<file path="src/sv/awmd_pkg.sv">
// ----------------------------------------------------------------------------
// awmd_pkg
// Types and constants for the alpha-weighted 2x2 mip downsample unit.
// ----------------------------------------------------------------------------
`default_nettype none

package awmd_pkg;

	localparam int AWMD_MAX_WIDTH = 4096;

	localparam int CH_W    = 8;
	localparam int PSUM_W  = 9;   // pair alpha sum (or mono red sum)
	localparam int PC_W    = 17;  // pair sum of colour * alpha
	localparam int ASUM_W  = 10;  // box alpha sum
	localparam int DVD_W   = 18;  // dividend: box c*a sum plus half alpha sum
	localparam int SRCW_W  = 13;
	localparam int SRCH_W  = 16;
	localparam int CNT_W   = 16;
	localparam int PADDR_W = 4;
	localparam int PDATA_W = 32;

	typedef logic [PC_W-1:0]  pc_t;
	typedef logic [DVD_W-1:0] dvd_t;

	typedef struct packed {
		logic [PSUM_W-1:0] alpha_sum;
		pc_t [2:0]         weighted;
		logic [23:0]       corner;
	} line_entry_t;

	localparam int LINE_W = $bits(line_entry_t);

	typedef enum logic [1:0] {
		REG_SRC_WIDTH  = 2'd0,
		REG_SRC_HEIGHT = 2'd1,
		REG_MONO_MODE  = 2'd2
	} reg_idx_t;

	typedef enum logic [1:0] {
		ST_IDLE,
		ST_LOAD,
		ST_DIV,
		ST_DONE
	} state_t;

endpackage

`default_nettype wire

</file>
<file path="src/sv/awmd_div.sv">
// ----------------------------------------------------------------------------
// awmd_div
// Three-lane restoring divider, one quotient bit per cycle, shared divisor.
// ----------------------------------------------------------------------------
`default_nettype none

module awmd_div (
	input  wire                          clk,
	input  wire                          arst_n,
	input  wire                          start,
	input  wire awmd_pkg::dvd_t [2:0]    dividend,
	input  wire [awmd_pkg::ASUM_W-1:0]   divisor,
	output logic                         done,
	output awmd_pkg::dvd_t [2:0]         quot
);
	import awmd_pkg::*;

	localparam int CW = $clog2(DVD_W + 1);

	logic [CW-1:0]         cnt_q;
	logic                  busy_q;
	logic [ASUM_W-1:0]     rem_q  [3];
	logic [ASUM_W-1:0]     rem_nx [3];
	logic [2:0]            qbit;
	logic [ASUM_W:0]       trial  [3];
	logic [ASUM_W:0]       diff   [3];

	always_comb begin
		for (int k = 0; k < 3; k++) begin
			trial[k]  = {rem_q[k], quot[k][DVD_W-1]};
			diff[k]   = trial[k] - {1'b0, divisor};
			qbit[k]   = (trial[k] >= {1'b0, divisor});
			rem_nx[k] = qbit[k] ? diff[k][ASUM_W-1:0] : trial[k][ASUM_W-1:0];
		end
	end

	always_ff @(posedge clk or negedge arst_n) begin
		if (!arst_n) begin
			busy_q <= 1'b0;
			done   <= 1'b0;
			cnt_q  <= '0;
		end else begin
			done <= 1'b0;
			if (start) begin
				busy_q <= 1'b1;
				cnt_q  <= CW'(DVD_W);
			end else if (busy_q) begin
				cnt_q <= cnt_q - 1'b1;
				if (cnt_q == CW'(1)) begin
					busy_q <= 1'b0;
					done   <= 1'b1;
				end
			end
		end
	end

	always_ff @(posedge clk) begin
		for (int k = 0; k < 3; k++) begin
			if (start) begin
				quot[k]  <= dividend[k];
				rem_q[k] <= '0;
			end else if (busy_q) begin
				quot[k]  <= {quot[k][DVD_W-2:0], qbit[k]};
				rem_q[k] <= rem_nx[k];
			end
		end
	end

endmodule

`default_nettype wire

</file>
<file path="config.mk">
export PLATFORM = sky130hd
export DESIGN_NAME = awmd_div
export DESIGN_NICKNAME = d
export VERILOG_FILES = /design/src/sv/awmd_pkg.sv /design/src/sv/awmd_div.sv
export SDC_FILE = /design/constraint.sdc
export NUM_CORES = 1
export LEC_CHECK = 0
export ABC_AREA = 1
export BUFFER_PORTS_ARGS = -buffer_cell sky130_fd_sc_hd__buf_2
export CORE_MARGIN = 10
export CORE_UTILIZATION = 55
export CTS_BUF_LIST = sky130_fd_sc_hd__clkbuf_4 sky130_fd_sc_hd__clkbuf_8
export DETAILED_ROUTE_END_ITERATION = 10
export GPL_TIMING_DRIVEN = 0
export HOLD_SLACK_MARGIN = 0.1
export MAX_ROUTING_LAYER = met4
export PLACE_DENSITY_LB_ADDON = 0.12
export RECOVER_POWER = 100
export SLEW_MARGIN = 25
export SYNTH_ARGS = -nofsm -noshare
export SYNTH_HDL_FRONTEND = slang
export SYNTH_SLANG_ARGS = --single-unit
export TNS_END_PERCENT = 20
</file>
<file path="constraint.sdc">
create_clock -name clk -period 3.7 [get_ports clk]
set_input_delay 0.37 -clock clk [delete_from_list [all_inputs] [get_ports clk]]
set_output_delay 0.37 -clock clk [all_outputs]
set_load 0.01 [all_outputs]
</file>
==> Word level (Yosys, flattened, before mapping) <==
Memories as Yosys holds them, arrays and structs flattened.
Index checks and enable logic that the tools add are counted.
{ "totals": {"regBits": 61, "mem_bits_rw": 30, "in_bits": 67, "output_inout_bits": 55, "elab_cells": 44, "n_memories": 1} }
{ "mem_list": {"columns": ["name", "words", "word_bits", "read_ports", "rd_clocked_by_memory_dff", "wr", "line_no", "source"], "rows": [
  ["rem_q", 3, 10, 3, 0, 3, "awmd_div.sv:22", "logic [ASUM_W-1:0] rem_q [3];"]
]} }
{ "op_classes": {"n_addsub": 4, "order_cmp": 3, "n_eq_ne": 1, "n_mux": 25, "bitwise": 3, "reduce_logical": 1} }
{ "ops": {"columns": ["cell", "n"], "rows": [
  ["2-to-1 mux 18 bit", 6],
  ["2-to-1 mux 10 bit", 6],
  [">= comparator 11 x 10 -> 1 bit", 3],
  ["subtractor 10 bit", 3],
  ["2-to-1 mux 1 bit", 11],
  ["2-to-1 mux 5 bit", 2],
  ["equality test 5 x 1 -> 1 bit, second input constant", 1],
  ["subtractor 5 x 1 -> 5 bit, second input constant", 1],
  ["OR 1 bit", 3],
  ["nonzero test 2 bit", 1]
]} }

==> Logic depth before layout (Yosys ltp) <==
{ "depth": {"ltp_word": 4, "ltp_mapped": 14, "ltp_nobuf": 14} }

==> Worst setup path before layout <==
No wires, ideal clock.
{ "synth_timing": {"path_type": "input to register", "start": "input start", "end": "register quot[0] (netlist name) (enable)", "setup_time_ns": 0.438, "arrival_time_ns": 2.362, "required_ns": 3.262, "setup_slack_ns": 0.900, "cell_stages": 3, "path_buffers": 1, "path_cell_list": "clkbuf_1 nor2_1 inv_1"} }
{ "synth_via": {"elab_chain_len": 1} }
{ "synth_lines": {"columns": ["element", "line_no", "source"], "rows": [
  ["start: declaration", "awmd_div.sv:10", "input wire start,"],
  ["nonzero test 2 bit (no source line)", null, null],
  ["end signal: indexed assignment", "awmd_div.sv:60", "quot[k] <= dividend[k];"],
  ["end signal: indexed assignment", "awmd_div.sv:63", "quot[k] <= {quot[k][DVD_W-2:0], qbit[k]};"],
  ["end: declaration", "awmd_div.sv:14", "output awmd_pkg::dvd_t [2:0] quot"]
]} }
Every way passes these cells.
A chain may end at the register's enable or synchronous reset.

==> results.sh <==
export IMPL_leakage_nw=3.56
export IMPL_layout_commonest_cell="nand2_1"
export IMPL_critPathBufInv=3
export IMPL_status="finished, final reports clean"
export IMPL_swShare_pct=41.7
export IMPL_grt_start_max_net_pins=31
export IMPL_finalSetupTns_ns=0
export IMPL_rsz0062_at_grt="no"
export IMPL_syn_nets=856
export IMPL_fin_util_pct=65.2
export IMPL_met3WireLength_um=1350
export IMPL_end_kind="register"
export IMPL_r2r_cells=4
export IMPL_avgSynthCellArea_um2=7.76
export IMPL_regToRegSetupSlack_ns=1.0
export IMPL_ys_seq_area_share_pct=46.1
export IMPL_hold_class="primary input to register"
export IMPL_holdPathStages=3
export IMPL_cp_start_kind="register"
export IMPL_drive_gt1_share_pct=10.9
export IMPL_grt_first_pass_wirelength_um=24900
export IMPL_highest_layer="met4"
export IMPL_postCtsSetupRepairBufs=0
export IMPL_initial_core_util_pct=56.5
export IMPL_h_tree_depth=3
export IMPL_clkPwrFrac_pct=16.2
export IMPL_cts_buffers=9
export IMPL_setup_violations=0
export IMPL_drt_iter0_drc=314
export IMPL_fin_ws_ns=0.996
export IMPL_finalHoldViolations=0
export IMPL_ant_nets=0
export IMPL_top_level_ports=122
export IMPL_crit_chain="nor2_1, clkinvlp_2, buf_12, buf_12"
export IMPL_relSlewSlack_pct=11.7
export IMPL_cts_tree="yes"
export IMPL_cpPeakStageDelay_ns=1.06
export IMPL_finalNetCount=990
export IMPL_drv_slew=0
export IMPL_fmax_mhz=370
export IMPL_die_w_um=123
export IMPL_rows=37
export IMPL_cpMostUsedCell="buf_12"
export IMPL_crit_arrival_ns=2.84
export IMPL_cp_startpoint="busy_q$_DFF_PN0_"
export IMPL_crit_fanout=30
export IMPL_globalplace_congestion=0.919
export IMPL_post_place_ws_ns=1.43
export IMPL_yosysWarnings=0
export IMPL_crit_slowest_cell="clkinvlp_2"
export IMPL_power_density_nw_per_um2=643
export IMPL_drc=0
export IMPL_viasPerCell=5.02
export IMPL_area_growth_pct=15.4
export IMPL_power_switching_w=0.00181
export IMPL_dr_total_vias=5169
export IMPL_finalClockSkew_ns=0.0104
export IMPL_maxCapViolCount=0
export IMPL_internal_power_w=0.00253
export IMPL_die_y_um=123
export IMPL_clk_insertion_delay_late_ns=0.37
export IMPL_grt_usage_pct=21.5
export IMPL_wl_per_cell_um=15.0
export IMPL_synth_seq_cells=91
export IMPL_wl_met2_um=7280
export IMPL_cts_buffer_depth=2
export IMPL_netlist_area_um2=5850
export IMPL_cp_required_ns=3.83
export IMPL_dieArea_um2=15200
export IMPL_period_share_pct=73.1
export IMPL_met1_length_um=6600
export IMPL_cts_resized=0
export IMPL_min_from="dividend[22]"
export IMPL_p_comb_share_pct=48.2
export IMPL_regToRegStartpoint="busy_q$_DFF_PN0_"
export IMPL_antenna_found_initial=1
export IMPL_root_buffer="clkbuf_8"
export IMPL_power_frac_seq_pct=35.6
export IMPL_period_minus_slack_ns=2.70
export IMPL_finalWirelength_um=15500
export IMPL_cp_top_family="buffers and inverters"
export IMPL_coreArea_um2=10400
export IMPL_cts_sinks=91
export IMPL_worst_path_stages=4
export IMPL_place_port_buffers=120
export IMPL_nFillCells=962
export IMPL_crit_type="register to register"
export IMPL_ys_types=34
export IMPL_ir_worst_vdd_v=0.000246
export IMPL_clkTransAtPathRegs_ns=0.09
export IMPL_drtPass1Iterations=5
export IMPL_dp_final_hpwl_um=12000
export IMPL_overflow=0
export IMPL_postSynthCellCount=754
export IMPL_final_cell_mix="nand2_1 (327), inv_1 (88), nor2_1 (85)"
export IMPL_hold_slack_ns=0.258
export IMPL_tightest_slew_ns=1.32
export IMPL_grt_pass1_vias=5196
-- power by group through the flow --
stage	clock, W	combinational [W]	sequential, W
after floorplan	0	0.00165	0.00157
after detailed placement	0	0.00217	0.00156
after global placement	0	0.00210	0.00156
after global routing	0.000754	0.00241	0.00158
final	0.000704	0.00210	0.00155
after CTS	0.000713	0.00217	0.00155
-- layout make-up --
| type | instances | area [µm²] | share of cell area (%) |
|---|---|---|---|
| clock inverter | 6 | 63.8 | 0.944 |
| sequential | 91 | 2700 | 39.9 |
| multi-input combinational | 555 | 2690 | 39.8 |
| inverter | 89 | 335 | 4.96 |
| buffer | 19 | 86.3 | 1.28 |
| timing repair buffer | 123 | 581 | 8.59 |
| tap | 136 | 170 | 2.52 |
| antenna | 1 | 2.50 | 0.0370 |
| clock buffer | 10 | 131 | 1.94 |
-- stage by stage --
| stage | power [W] | cell area, µm² | instances |
|---|---|---|---|
| finish | 0.00435 | 6760 | 1030 |
| global route | 0.00474 | 6760 | 1030 |
| CTS | 0.00443 | 6870 | 1029 |
| detailed placement | 0.00373 | 6670 | 1012 |
| global placement | 0.00366 | 6630 | 1010 |
| floorplan | 0.00321 | 5850 | 754 |
-- synthesized netlist by cell type --
master | number | area share [%]
inv_2 | 2 | 0.13
buf_6 | 3 | 0.58
xor2_1 | 4 | 0.60
nor4_1 | 1 | 0.11
and2_1 | 1 | 0.11
nor3_1 | 2 | 0.17
inv_1 | 87 | 5.6
and3_1 | 1 | 0.11
o21ai_0 | 5 | 0.43
o21ai_1 | 2 | 0.17
nor2_2 | 3 | 0.32
nand3_1 | 31 | 2.7
and2_4 | 1 | 0.15
xnor2_1 | 5 | 0.75
nor2_1 | 84 | 5.4
nand4_1 | 3 | 0.32
or2_0 | 2 | 0.21
a21oi_1 | 14 | 1.2
nand3b_1 | 21 | 2.7
dfrtp_1 | 7 | 3.0
a22oi_1 | 1 | 0.13
edfxtp_1 | 84 | 43
fa_1 | 3 | 1.0
nand2_2 | 5 | 0.53
o21bai_1 | 1 | 0.13
buf_8 | 1 | 0.26
a21oi_2 | 3 | 0.45
or2_1 | 1 | 0.11
ha_1 | 32 | 6.8
clkbuf_1 | 13 | 0.83
nand3_2 | 1 | 0.17
nand2_1 | 323 | 21
nand2_4 | 5 | 0.96
buf_1 | 2 | 0.13
-- sequential cells by signal, summed over array words and instances, names as in the netlist --
signal	flops
busy_q	1
cnt_q	5
done	1
quot	54
rem_q	30
-- worst reg2reg max path, delay by kind of cell, from the launching register on --
kind,cells,cell delay [ns]
AND/OR/NAND/NOR,1,0.18
flip-flops,1,0.43
buffers and inverters,3,1.84
-- per-layer routing --
layer / track usage [%] / vias up
met5: - / -
met4: 6.33 / 0
li1: - / 2646
met2: 34.0 / 180
met1: 25.3 / 2326
met3: 7.57 / 17
-- final timing paths --
path | to
max | rem_q[1][6]$_SDFFCE_PN0P_
min | quot[22]$_DFFE_PP_
max reg2reg | rem_q[1][6]$_SDFFCE_PN0P_
min reg2reg | done$_DFF_PN0_
max in group asynchronous | cnt_q[3]$_DFFE_PN0P_
min in group asynchronous | done$_DFF_PN0_
-- cells by family (layout without fill, tap and decap cells) --
group,Yosys count,in the layout,synth area share (%)
buffers and inverters,108,247,7.50
DFF,91,91,46.1
AOI/OAI and AO/OA,26,26,2.50
xor gates and xnor gates,9,9,1.35
and+or+nand+nor,485,485,34.7
other,0,1,0
adders and majority gates,35,35,7.86
-- timing repair --
action	CTS	global route
hold endpoints to repair	7	0
setup endpoints to repair	0	0
hold buffers	1	0
No activity file was read; power rests on OpenSTA's default activity.
